**src/rtl/core/drc_pkg.sv**
```systemverilog
// Shared types and codes for the dirty range coalescer.
// Used by drc_range_unit and dirty_range_coalescer; depends on nothing.
package drc_pkg;

   localparam int RANGE_SLOTS_DEF    = 16;
   localparam int VERTEX_BUFFERS_DEF = 4;

   localparam logic [1:0] OP_MANUAL = 2'd0;
   localparam logic [1:0] OP_SOURCE = 2'd1;
   localparam logic [1:0] OP_CLEAR  = 2'd2;
   localparam logic [1:0] OP_DRAIN  = 2'd3;

   localparam logic [3:0] STS_MERGED   = 4'd0;
   localparam logic [3:0] STS_APPENDED = 4'd1;
   localparam logic [3:0] STS_AUTO     = 4'd2;
   localparam logic [3:0] STS_ZERO     = 4'd3;
   localparam logic [3:0] STS_BAD_BUF  = 4'd4;
   localparam logic [3:0] STS_RANGE    = 4'd5;
   localparam logic [3:0] STS_OVERFLOW = 4'd6;
   localparam logic [3:0] STS_CLEARED  = 4'd7;
   localparam logic [3:0] STS_DRAINED  = 4'd8;
   localparam logic [3:0] STS_EMPTY    = 4'd9;

   localparam logic [2:0] CSR_AUTO     = 3'd0;
   localparam logic [2:0] CSR_VB_COUNT = 3'd1;
   localparam logic [2:0] CSR_VB0      = 3'd2;
   localparam logic [2:0] CSR_IB       = 3'd6;

   localparam logic [2:0] TGT_INDEX = 3'b100;

   typedef struct packed {
      logic [2:0]  target;
      logic [31:0] offset;
      logic [31:0] size;
   } entry_type;

   typedef struct packed {
      logic        touch;
      logic [32:0] ent_end;
      logic [31:0] mrg_start;
      logic [31:0] mrg_size;
   } span_type;

endpackage

```
**src/rtl/core/drc_range_unit.sv**
```systemverilog
// Overlap test and merge span for one stored range against the new range.
// Depends on drc_pkg.
module drc_range_unit
   import drc_pkg::*;
(
   input  entry_type   ent_i,
   input  logic [2:0]  target_i,
   input  logic [31:0] start_i,
   input  logic [32:0] end_i,
   input  logic [32:0] ent_end_i,
   output span_type    span_o
);

   logic [32:0] ent_end;
   logic [32:0] hi;
   logic [31:0] lo;

   always_comb begin
      ent_end = {1'b0, ent_i.offset} + {1'b0, ent_i.size};
      lo = (ent_i.offset < start_i) ? ent_i.offset : start_i;
      hi = (ent_end_i > end_i) ? ent_end_i : end_i;
      span_o.touch = (ent_i.target == target_i) && !({1'b0, start_i} > ent_end)
                     && !({1'b0, ent_i.offset} > end_i);
      span_o.ent_end = ent_end;
      span_o.mrg_start = lo;
      span_o.mrg_size = 32'(hi - {1'b0, lo});
   end

endmodule

```
**src/rtl/core/dirty_range_coalescer.sv**
```systemverilog
// Dirty range table: merges, appends, clears and drains byte ranges per buffer.
// A mark passes check, a read and compare per slot searched, merge on a touch, finish;
// clear and rejected marks pass check and finish; a drain reads, then outputs, each slot.
// The block holds one item at a time; the slot search through the one-port table
// memory and the shared range unit sets the rate. Synchronous active-high reset
// empties the table and loads register defaults; no clearing pass is needed.
module dirty_range_coalescer
   import drc_pkg::*;
#(
   parameter int RANGE_SLOTS    = RANGE_SLOTS_DEF,
   parameter int VERTEX_BUFFERS = VERTEX_BUFFERS_DEF
) (
   input  logic         clock,
   input  logic         reset,
   input  logic         req_tvalid,
   output logic         req_tready,
   input  logic [63:0]  req_tdata,  // byte_offset[31:0], byte_size[63:32]
   input  logic [4:0]   req_tuser,  // operation[1:0], target_is_index[2], target_buffer[4:3]
   output logic         rsp_tvalid,
   input  logic         rsp_tready,
   output logic [103:0] rsp_tdata,  // out_offset[31:0], out_size[63:32], bytes_so_far[99:64]
   output logic [6:0]   rsp_tuser,  // status[3:0], out_is_index[4], out_buffer[6:5]
   output logic         rsp_tlast,
   input  logic         csr_valid,
   output logic         csr_ready,
   input  logic [2:0]   csr_index,
   input  logic [31:0]  csr_data
);

   localparam int SlotW = (RANGE_SLOTS > 1) ? $clog2(RANGE_SLOTS) : 1;
   localparam int CntW  = $clog2(RANGE_SLOTS + 1);
   localparam logic [CntW-1:0] CntFull = CntW'(RANGE_SLOTS);
   localparam logic [2:0] VbMax = 3'(VERTEX_BUFFERS);

   typedef enum logic [2:0] {
      ST_IDLE, ST_CHECK, ST_SCAN_RD, ST_SCAN_CMP,
      ST_MERGE, ST_FINISH, ST_DRAIN_RD, ST_DRAIN_OUT
   } state_type;

   state_type state_ff, state_in;

   logic        auto_ff, auto_in;
   logic [2:0]  vb_count_ff, vb_count_in;
   logic [31:0] vb_bytes_ff [VERTEX_BUFFERS];
   logic [31:0] vb_bytes_in [VERTEX_BUFFERS];
   logic [31:0] ib_bytes_ff, ib_bytes_in;

   logic [1:0]  op_ff, op_in;
   logic        is_index_ff, is_index_in;
   logic [1:0]  buffer_ff, buffer_in;
   logic [31:0] offset_ff, offset_in;
   logic [31:0] size_ff, size_in;
   logic [2:0]  target_ff, target_in;
   logic [32:0] new_end_ff, new_end_in;
   logic [32:0] ent_end_ff, ent_end_in;
   logic [31:0] mrg_start_ff, mrg_start_in;
   logic [31:0] mrg_size_ff, mrg_size_in;
   logic [3:0]  pend_ff, pend_in;
   logic [CntW-1:0] count_ff, count_in;
   logic [CntW-1:0] scan_ff, scan_in;
   logic [35:0] total_ff, total_in;

   logic        rsp_valid_ff, rsp_valid_in;
   logic [3:0]  rsp_status_ff, rsp_status_in;
   logic        rsp_is_index_ff, rsp_is_index_in;
   logic [1:0]  rsp_buffer_ff, rsp_buffer_in;
   logic [31:0] rsp_offset_ff, rsp_offset_in;
   logic [31:0] rsp_size_ff, rsp_size_in;
   logic [35:0] rsp_total_ff, rsp_total_in;
   logic        rsp_last_ff, rsp_last_in;

   entry_type   mem [RANGE_SLOTS];
   entry_type   rd_ff;
   entry_type   mem_wdata;
   logic        mem_we;
   logic [SlotW-1:0] mem_addr;

   logic        out_free;
   logic [31:0] limit;
   logic [32:0] req_end;
   logic        bad_buf;
   span_type    span;

   drc_range_unit u_range (
      .ent_i     (rd_ff),
      .target_i  (target_ff),
      .start_i   (offset_ff),
      .end_i     (new_end_ff),
      .ent_end_i (ent_end_ff),
      .span_o    (span)
   );

   assign mem_addr   = scan_ff[SlotW-1:0];
   assign out_free   = !rsp_valid_ff || rsp_tready;
   assign req_tready = (state_ff == ST_IDLE);
   assign csr_ready  = 1'b1;
   assign rsp_tvalid = rsp_valid_ff;
   assign rsp_tdata  = {4'b0, rsp_total_ff, rsp_size_ff, rsp_offset_ff};
   assign rsp_tuser  = {rsp_buffer_ff, rsp_is_index_ff, rsp_status_ff};
   assign rsp_tlast  = rsp_last_ff;

   always_comb begin
      limit = ib_bytes_ff;
      if (!is_index_ff) begin
         limit = '0;
         for (int i = 0; i < VERTEX_BUFFERS; i++) begin
            if (buffer_ff == 2'(i)) begin
               limit = vb_bytes_ff[i];
            end
         end
      end
      req_end = {1'b0, offset_ff} + {1'b0, size_ff};
      bad_buf = !is_index_ff && (({1'b0, buffer_ff} >= vb_count_ff)
                                 || ({1'b0, buffer_ff} >= VbMax));
   end

   always_comb begin
      state_in = state_ff;
      auto_in = auto_ff;
      vb_count_in = vb_count_ff;
      vb_bytes_in = vb_bytes_ff;
      ib_bytes_in = ib_bytes_ff;
      op_in = op_ff;
      is_index_in = is_index_ff;
      buffer_in = buffer_ff;
      offset_in = offset_ff;
      size_in = size_ff;
      target_in = target_ff;
      new_end_in = new_end_ff;
      ent_end_in = ent_end_ff;
      mrg_start_in = mrg_start_ff;
      mrg_size_in = mrg_size_ff;
      pend_in = pend_ff;
      count_in = count_ff;
      scan_in = scan_ff;
      total_in = total_ff;
      rsp_valid_in = rsp_valid_ff;
      rsp_status_in = rsp_status_ff;
      rsp_is_index_in = rsp_is_index_ff;
      rsp_buffer_in = rsp_buffer_ff;
      rsp_offset_in = rsp_offset_ff;
      rsp_size_in = rsp_size_ff;
      rsp_total_in = rsp_total_ff;
      rsp_last_in = rsp_last_ff;
      mem_we = 1'b0;
      mem_wdata = rd_ff;

      if (csr_valid) begin
         if (csr_index == CSR_AUTO) begin
            auto_in = csr_data[0];
         end
         if (csr_index == CSR_VB_COUNT) begin
            vb_count_in = csr_data[2:0];
         end
         if (csr_index == CSR_IB) begin
            ib_bytes_in = csr_data;
         end
         for (int i = 0; i < VERTEX_BUFFERS; i++) begin
            if (csr_index == CSR_VB0 + 3'(i)) begin
               vb_bytes_in[i] = csr_data;
            end
         end
      end

      if (rsp_valid_ff && rsp_tready) begin
         rsp_valid_in = 1'b0;
      end

      unique case (state_ff)
         ST_IDLE: begin
            if (req_tvalid) begin
               op_in = req_tuser[1:0];
               is_index_in = req_tuser[2];
               buffer_in = req_tuser[4:3];
               offset_in = req_tdata[31:0];
               size_in = req_tdata[63:32];
               state_in = ST_CHECK;
            end
         end
         ST_CHECK: begin
            new_end_in = req_end;
            target_in = is_index_ff ? TGT_INDEX : {1'b0, buffer_ff};
            scan_in = '0;
            total_in = '0;
            state_in = ST_FINISH;
            priority if (op_ff == OP_CLEAR) begin
               pend_in = STS_CLEARED;
            end else if (op_ff == OP_DRAIN) begin
               if (count_ff == '0) begin
                  pend_in = STS_EMPTY;
               end else begin
                  state_in = ST_DRAIN_RD;
               end
            end else if (op_ff == OP_MANUAL && auto_ff) begin
               pend_in = STS_AUTO;
            end else if (size_ff == '0) begin
               pend_in = STS_ZERO;
            end else if (bad_buf) begin
               pend_in = STS_BAD_BUF;
            end else if (req_end > {1'b0, limit}) begin
               pend_in = STS_RANGE;
            end else begin
               state_in = ST_SCAN_RD;
            end
         end
         ST_SCAN_RD: begin
            if (scan_ff == count_ff) begin
               pend_in = (count_ff == CntFull) ? STS_OVERFLOW : STS_APPENDED;
               state_in = ST_FINISH;
            end else begin
               state_in = ST_SCAN_CMP;
            end
         end
         ST_SCAN_CMP: begin
            ent_end_in = span.ent_end;
            if (span.touch) begin
               state_in = ST_MERGE;
            end else begin
               scan_in = scan_ff + 1'b1;
               state_in = ST_SCAN_RD;
            end
         end
         ST_MERGE: begin
            mrg_start_in = span.mrg_start;
            mrg_size_in = span.mrg_size;
            pend_in = STS_MERGED;
            state_in = ST_FINISH;
         end
         ST_FINISH: begin
            if (out_free) begin
               rsp_valid_in = 1'b1;
               rsp_status_in = pend_ff;
               rsp_is_index_in = 1'b0;
               rsp_buffer_in = '0;
               rsp_offset_in = '0;
               rsp_size_in = '0;
               rsp_total_in = '0;
               rsp_last_in = 1'b1;
               state_in = ST_IDLE;
               unique case (pend_ff)
                  STS_CLEARED, STS_OVERFLOW: begin
                     count_in = '0;
                  end
                  STS_APPENDED: begin
                     mem_we = 1'b1;
                     mem_wdata = '{target: target_ff, offset: offset_ff, size: size_ff};
                     count_in = count_ff + 1'b1;
                  end
                  STS_MERGED: begin
                     mem_we = 1'b1;
                     mem_wdata = '{target: target_ff, offset: mrg_start_ff,
                                   size: mrg_size_ff};
                  end
                  default: begin
                  end
               endcase
            end
         end
         ST_DRAIN_RD: begin
            state_in = ST_DRAIN_OUT;
         end
         ST_DRAIN_OUT: begin
            if (out_free) begin
               rsp_valid_in = 1'b1;
               rsp_status_in = STS_DRAINED;
               rsp_is_index_in = rd_ff.target[2];
               rsp_buffer_in = rd_ff.target[2] ? 2'b0 : rd_ff.target[1:0];
               rsp_offset_in = rd_ff.offset;
               rsp_size_in = rd_ff.size;
               rsp_total_in = total_ff + {4'b0, rd_ff.size};
               total_in = total_ff + {4'b0, rd_ff.size};
               rsp_last_in = (CntW'(scan_ff + 1'b1) == count_ff);
               if (CntW'(scan_ff + 1'b1) == count_ff) begin
                  count_in = '0;
                  state_in = ST_IDLE;
               end else begin
                  scan_in = scan_ff + 1'b1;
                  state_in = ST_DRAIN_RD;
               end
            end
         end
         default: begin
            state_in = ST_IDLE;
         end
      endcase
   end

   always_ff @(posedge clock) begin
      if (mem_we) begin
         mem[mem_addr] <= mem_wdata;
      end
      rd_ff <= mem[mem_addr];
   end

   always_ff @(posedge clock) begin
      if (reset) begin
         state_ff <= ST_IDLE;
         auto_ff <= 1'b0;
         vb_count_ff <= 3'd1;
         for (int i = 0; i < VERTEX_BUFFERS; i++) begin
            vb_bytes_ff[i] <= '0;
         end
         ib_bytes_ff <= '0;
         count_ff <= '0;
         scan_ff <= '0;
         rsp_valid_ff <= 1'b0;
      end else begin
         state_ff <= state_in;
         auto_ff <= auto_in;
         vb_count_ff <= vb_count_in;
         vb_bytes_ff <= vb_bytes_in;
         ib_bytes_ff <= ib_bytes_in;
         count_ff <= count_in;
         scan_ff <= scan_in;
         rsp_valid_ff <= rsp_valid_in;
      end
      op_ff <= op_in;
      is_index_ff <= is_index_in;
      buffer_ff <= buffer_in;
      offset_ff <= offset_in;
      size_ff <= size_in;
      target_ff <= target_in;
      new_end_ff <= new_end_in;
      ent_end_ff <= ent_end_in;
      mrg_start_ff <= mrg_start_in;
      mrg_size_ff <= mrg_size_in;
      pend_ff <= pend_in;
      total_ff <= total_in;
      rsp_status_ff <= rsp_status_in;
      rsp_is_index_ff <= rsp_is_index_in;
      rsp_buffer_ff <= rsp_buffer_in;
      rsp_offset_ff <= rsp_offset_in;
      rsp_size_ff <= rsp_size_in;
      rsp_total_ff <= rsp_total_in;
      rsp_last_ff <= rsp_last_in;
   end

endmodule
```
**config.mk**
```make
export PLATFORM = sky130hd
export DESIGN_NAME = dirty_range_coalescer
export DESIGN_NICKNAME = d
export VERILOG_FILES = /design/src/rtl/core/drc_pkg.sv /design/src/rtl/core/drc_range_unit.sv /design/src/rtl/core/dirty_range_coalescer.sv
export SDC_FILE = /design/constraint.sdc
export NUM_CORES = 2
export LEC_CHECK = 0
export BUFFER_PORTS_ARGS = -buffer_cell sky130_fd_sc_hd__clkbuf_2
export CORE_ASPECT_RATIO = 1.25
export CORE_MARGIN = 2
export CORE_UTILIZATION = 50
export CTS_CLUSTER_SIZE = 16
export DETAILED_ROUTE_END_ITERATION = 6
export PLACE_DENSITY = 0.66
export SYNTH_ARGS = -nofsm -noshare
export SYNTH_HDL_FRONTEND = slang
export SYNTH_SLANG_ARGS = --single-unit
```
**constraint.sdc**
```tcl
create_clock -name clock -period 21.9 [get_ports clock]
set_clock_uncertainty 0.05 [all_clocks]
set_input_delay 2.19 -clock clock [delete_from_list [all_inputs] [get_ports clock]]
set_output_delay 2.19 -clock clock [all_outputs]
set_load 0.01 [all_outputs]
```
Word-level counts from Yosys, hierarchy flattened
Memory sizes are Yosys's and may differ from the RTL's. A register that Yosys moved wholly into a read port is not among the register bits.
Cells that the tools add are included.

word-level totals
  register bits = 528
  RAM bits = 1072
  input bits = 109
  output and inout port bits = 115
  word-level logic and storage cells = 191
  memories kept = 1

cells by class
  add/subtract/negate cells = 6
  $lt $le $gt $ge = 6
  eq/ne operators = 35
  muxes and demuxes = 74
  reduce and logical (&&, ||, !) cells = 38

memory list
  memory  words  width  read ports  clocked after memory_dff  wr ports  line                         text
  mem     16     67     1           1                         1         dirty_range_coalescer.sv:72  entry_type mem [RANGE_SLOTS];

operators with widths
  kind                  number
  $mux W32              10
  $pmux W36 S2          2
  $mux W67              2
  $pmux W67 S2          1
  $pmux W32 S2          2
  $mux W36              2
  $add A32 B32 Y33      2
  $gt A32 B33 Y1        2
  $mux W3               14
  $mux W4               10
  $add A36 B32 Y36      1
  $gt A33 B32 Y1        1
  $gt A33 B33 Y1        1
  $logic_not A32 Y1     1
  $lt A32 B32 Y1        1
  $sub A32 B32 Y32      1
  $mux W5               6
  $pmux W3 S8           1
  $eq A3 B3 Y1 const B  7
  $pmux W5 S2           2
  $reduce_and A2 Y1     9
  $pmux W5 S3           1
  $ne A2 B2 Y1 const B  7
  $eq A3 B2 Y1 const B  4
  32 further kinds      69

Logic depth before layout (Yosys ltp)
  depth in word-level cells = 14
  depth in mapped cells = 24
  depth with buffers taken out = 24

Cells and area by module
A second synthesis with hierarchy kept.

second synthesis, totals
  cell total of the unflattened synthesis = 4708
  area total of the unflattened synthesis = 72931.2 um^2

by module, submodules not included
  module                 times used  cells each  area an instance (um^2)  seq. area each (um^2)
  dirty_range_coalescer  1           3763        65849.4                  47605.7
  drc_range_unit         1           945         7081.8                   0.0

Worst setup path before layout
No wires, ideal clock.

  path type = input to register
  from = in rsp_tready
  to = mem mem[15][0] (netlist bit), enable pin
  library setup time = 0.657 ns
  data arrival time = 8.986 ns
  required time = 21.193 ns
  setup slack = 12.207 ns
  stages on the path = 3
  path buffers = 0
  path through = nand2b_1 nand3_1 nor4_1

between the ends
  word-level cells in the longest chain between the ends = 5

RTL lines
  item                           line                          text
  start: declaration             dirty_range_coalescer.sv:20   input logic rsp_tready,
  $logic_or A1 B1 Y1             dirty_range_coalescer.sv:94   assign out_free = !rsp_valid_ff || rsp_tready;
  $mux W1                        dirty_range_coalescer.sv:230  if (out_free) begin
  $mux W1                        dirty_range_coalescer.sv:169  unique case (state_ff)
  $mux W1                        dirty_range_coalescer.sv:289  if (mem_we) begin
  $mux W1 (not written as such)  dirty_range_coalescer.sv:290  mem[mem_addr] <= mem_wdata;
  end: declaration               dirty_range_coalescer.sv:72

Every way passes these cells.

Worst setup path in the final report
  from = reg, netlist name rd_ff[38]
  to = reg scan_ff[3]

between the ends
  word-level cells in the longest chain between the ends = 7
  elaborated cells between the ends (all ways) = 9
  those cells by class = add/sub (1); order compare (2); eq/ne (1); reduce/logical (5)

RTL lines
  item                             line                          text
  $add A32 B32 Y33                 drc_range_unit.sv:19          ent_end = {1'b0, ent_i.offset} + {1'b0, ent_i.size};
  $gt A32 B33 Y1                   drc_range_unit.sv:22          span_o.touch = (ent_i.target == target_i) && !({1'b0, start_i} > ent_end)
  $logic_not A1 Y1                 drc_range_unit.sv:22
  $logic_and A1 B1 Y1              drc_range_unit.sv:22
  $logic_and A1 B1 Y1 (*)          drc_range_unit.sv:23          && !({1'b0, ent_i.offset} > end_i);
  $ne A2 B2 Y1 (no line) (*)       --
  $reduce_and A4 Y1 (no line) (*)  --
  end signal: assignment           dirty_range_coalescer.sv:314  scan_ff <= scan_in;
  end: declaration                 dirty_range_coalescer.sv:60   logic [CntW-1:0] scan_ff, scan_in;

Every way passes the cells marked *; elsewhere a longest branch is shown, timed or not.
A chain may end at the register's enable or synchronous reset.

==> run_results.csv <==
group,metric,value,unit
layout,nFillCells,11200,
timing,hold_violations,0,
clocking,clockBufferDepth,3,
timing,worstMarginPinSlew,1.38,ns
timing,tns,0,ns
global_route,grt_start_max_net_pins,112,
clocking,cts_tree,"built",
yosys,synth.top_cells.by_area,"edfxtp_1 (59%), mux4_2 (11%), dfxtp_1 (6.7%)",
yosys,yosys.area.top_type,"edfxtp_1",
yosys,yosysTopAreaCellShare,58.7,%
global_route,met1_usage,37.9,%
clocking,cts_buffers,161,
setup_path,crit_top_cell,"a21oi_1",
setup_path,crit_chain,"ha_1, a21oi_1, a211oi_1, nand3_1, a21boi_1, a41oi_1, a21oi_1, o21ai_1, a21oi_1, mux2i_1, a221o_1, ha_1, nand4_1, nand4bb_1, nor2_1, o31a_1, a2111oi_0, a21oi_1, or4b_4, a31oi_4, mux2i_1, a21oi_1",
layout,drive_gt1_share,20.1,%
yosys,netlist_area,0.0727,sq mm
timing,drv_slew,0,
timing,max_freq,0.144,GHz
detailed_routing,first_pass_iters,6,
clocking,cts_setup_buffers,0,
floorplanning,initial_utilization,50.3,%
place,io_buffers,218,
clocking,htree_levels,4,
floorplanning,die_h,430,um
flow_run,cap_violations,0,
global_route,grt_overflow,0,
place,routabilityCongestion,0.965,
floorplanning,ios,224,
timing,min_period_over_period,31.7,%
detailed_routing,via_per_inst,6.18,
setup_path,timing.reg2reg.setup_slack,14.96,ns
yosys,ys_ff_latch,1667,
clocking,path_clk_slew,0.06,ns
place,dp_hpwl,133,mm
yosys,synthDistinctLibCells,79,
setup_path,crit_type,"register to register",
setup_path,cp.required,22.52,ns
global_route,antenna_found_initial,16,
layout,fin_nets,5375,
floorplanning,dieArea,0.149,sq mm
setup_path,cp-end-kind,"register",
timing,slew_headroom,8.16,%
power_and_ir_drop,p_per_area,95.8,mW/mm^2
setup_path,arrival,7.56,ns
clocking,postCtsResizedCells,0,
worst_hold_path,hp-class,"register to register",
detailed_routing,drtIter0Drc,4356,
clocking,postCtsHoldBufs,0,
floorplanning,rows,156,
setup_path,slowest_stage,"dfxtp_1",
yosys,synth_flop_cell,"edfxtp_1",
floorplanning,die_w,345,um
global_route,grt_pass1_vias,42900,
timing,setup_viol,0,
layout,synthToLayoutAreaGrowth,12.7,%
yosys,ys_warn_count,0,
yosys,yosysSeqAreaShare,65.4,%
setup_path,slowest_delay,0.68,ns
yosys,synth_most_common_cell,"edfxtp_1",
clocking,clk_latency,0.83,ns
clocking,clock_sinks,1667,
detailed_routing,totalWireLength,207,mm
power_and_ir_drop,p_leak,28.6,nW
floorplanning,core,0.145,sq mm
global_route,grt.busiest_layer,"met2",
setup_path,crit_fanout,8,
setup_path,setup.worst_path.start_class,"register",
timing,period_needed,6.94,ns
run_status,status,"completed",
global_route,grt_usage,27.9,%
setup_path,worstPathBufferInverterCount,0,
detailed_routing,ant_nets,0,
timing,grt_setup_unrepaired,"false",
yosys,synthArstFlopShare,0,%
global_route,grt_util_met3,4.59,%
global_route,grt_pass1_wl,298,mm
detailed_routing,wl_per_cell,29.6,um
yosys,synth.avg_cell_area,15.5,sq um
layout,finish.utilization,56.7,%
yosys,synth_edf_count,1422,
yosys,synthTopCellsByCount,"edfxtp_1 (1,422), nand2_1 (412), a21oi_1 (379)",
detailed_routing,drc,0,
setup_path,crit_family,"compound AO/OA/AOI/OAI gates",
power_and_ir_drop,vdd_ir_drop_max,0.0000948,V
global_route,grtUsageMet2,45.6,%
clocking,root_buffer,"clkbuf_16",
yosys,synthCells,4684,
detailed_routing,via_count,43300,
## logic make-up (layout without fill, tap and decap cells)
logic type,count (synthesis),in the layout,share of synthesized area (%)
buffers and inverters,364,785,1.91
adders and majority gates,299,299,5.18
xor gates and xnor gates,128,128,1.54
and+or+nand+nor,965,965,6.11
AOI/OAI and AO/OA,722,722,6.04
other,2,13,0.0103
muxes,537,537,13.8
DFF,1667,1667,65.4
## registers in the layout (all words and copies together) (netlist names), 3 cells and up
register and count:
mem 1072, ib_bytes_ff 32, pend_ff 4, vb_bytes_ff 128, mrg_start_ff 32, vb_count_ff 3, new_end_ff 33, total_ff 36
count_ff 5, rsp_total_ff 36, rd_ff 67, rsp_size_ff 32, state_ff 3, rsp_status_ff 4, ent_end_ff 33, size_ff 32
offset_ff 32, mrg_size_ff 32, scan_ff 5, rsp_offset_ff 32, target_ff 3
## metrics by stage
step                instances  setup slack, ns  hold WS [ns]  total power [mW]  instance area, sq um
floorplan                4687            12.21         0.374              4.55                 72800
global placement         6699            15.00         0.388              4.98                 76400
detailed placement       6699            15.02         0.394              4.99                 76400
CTS                      7003            14.98         0.403              7.88                 81900
global route             7005            14.67         0.419              8.12                 82000
finish                   7012            14.96         0.403              7.86                 82000
## worst paths after layout
check                                                     to  cells after the start                          from
worst max register to register       scan_ff[3]$_SDFFE_PP0P_                     22             rd_ff[38]$_DFF_P_
worst max-delay path                 scan_ff[3]$_SDFFE_PP0P_                     22             rd_ff[38]$_DFF_P_
worst min-delay path            vb_bytes_ff[53]$_SDFFE_PP0P_                      2  vb_bytes_ff[53]$_SDFFE_PP0P_
worst min register to register  vb_bytes_ff[53]$_SDFFE_PP0P_                      2  vb_bytes_ff[53]$_SDFFE_PP0P_
## final cells by class
| type | count | area [sq um] | share of cell area (%) |
|---|---|---|---|
| Clock inverter | 79 | 945 | 1.15 |
| Inverter | 165 | 622 | 0.759 |
| Clock buffer | 225 | 4590 | 5.60 |
| Tap cell | 1896 | 2370 | 2.89 |
| Sequential cell | 1667 | 47600 | 58.1 |
| Timing Repair Buffer | 316 | 1850 | 2.25 |
| Antenna cell | 8 | 20.0 | 0.0244 |
| Multi-Input combinational cell | 2656 | 24000 | 29.2 |
## worst min-delay path, stage by stage, from the launching register on
cell and delay [ns]:
dfxtp_1 0.31, nand2_1 0.05, a21oi_1 0.05
## power by group
part / leakage [nW] / switching (mW) / internal (mW) / total (mW)
Combinational: 10.9 / 0.778 / 0.455 / 1.23
Sequential: 15.0 / 0.0973 / 3.61 / 3.71
Clock: 2.71 / 1.22 / 1.69 / 2.91
## placed cells by master, fill, tap and decap left out, types with 43 or more instances in the layout
master     instances
a21o_1           100
a21oi_1          377
and2_1            76
buf_4             97
clkbuf_16        168
clkbuf_2         217
dfxtp_1          241
edfxtp_1        1422
ha_1             295
inv_1            164
mux2i_1          135
mux4_2           367
nand2_1          411
nand3_1           43
nor2_1           189
o21ai_0           76
xnor2_1           84
xor2_1            44
## per-layer routing
layer / wire length [um] / vias to the layer above
met5: 40 / -
met4: 7240 / 6
met3: 17200 / 336
met2: 101000 / 1949
met1: 82300 / 22300
li1: - / 18700
(Power assumes the default switching activity.)
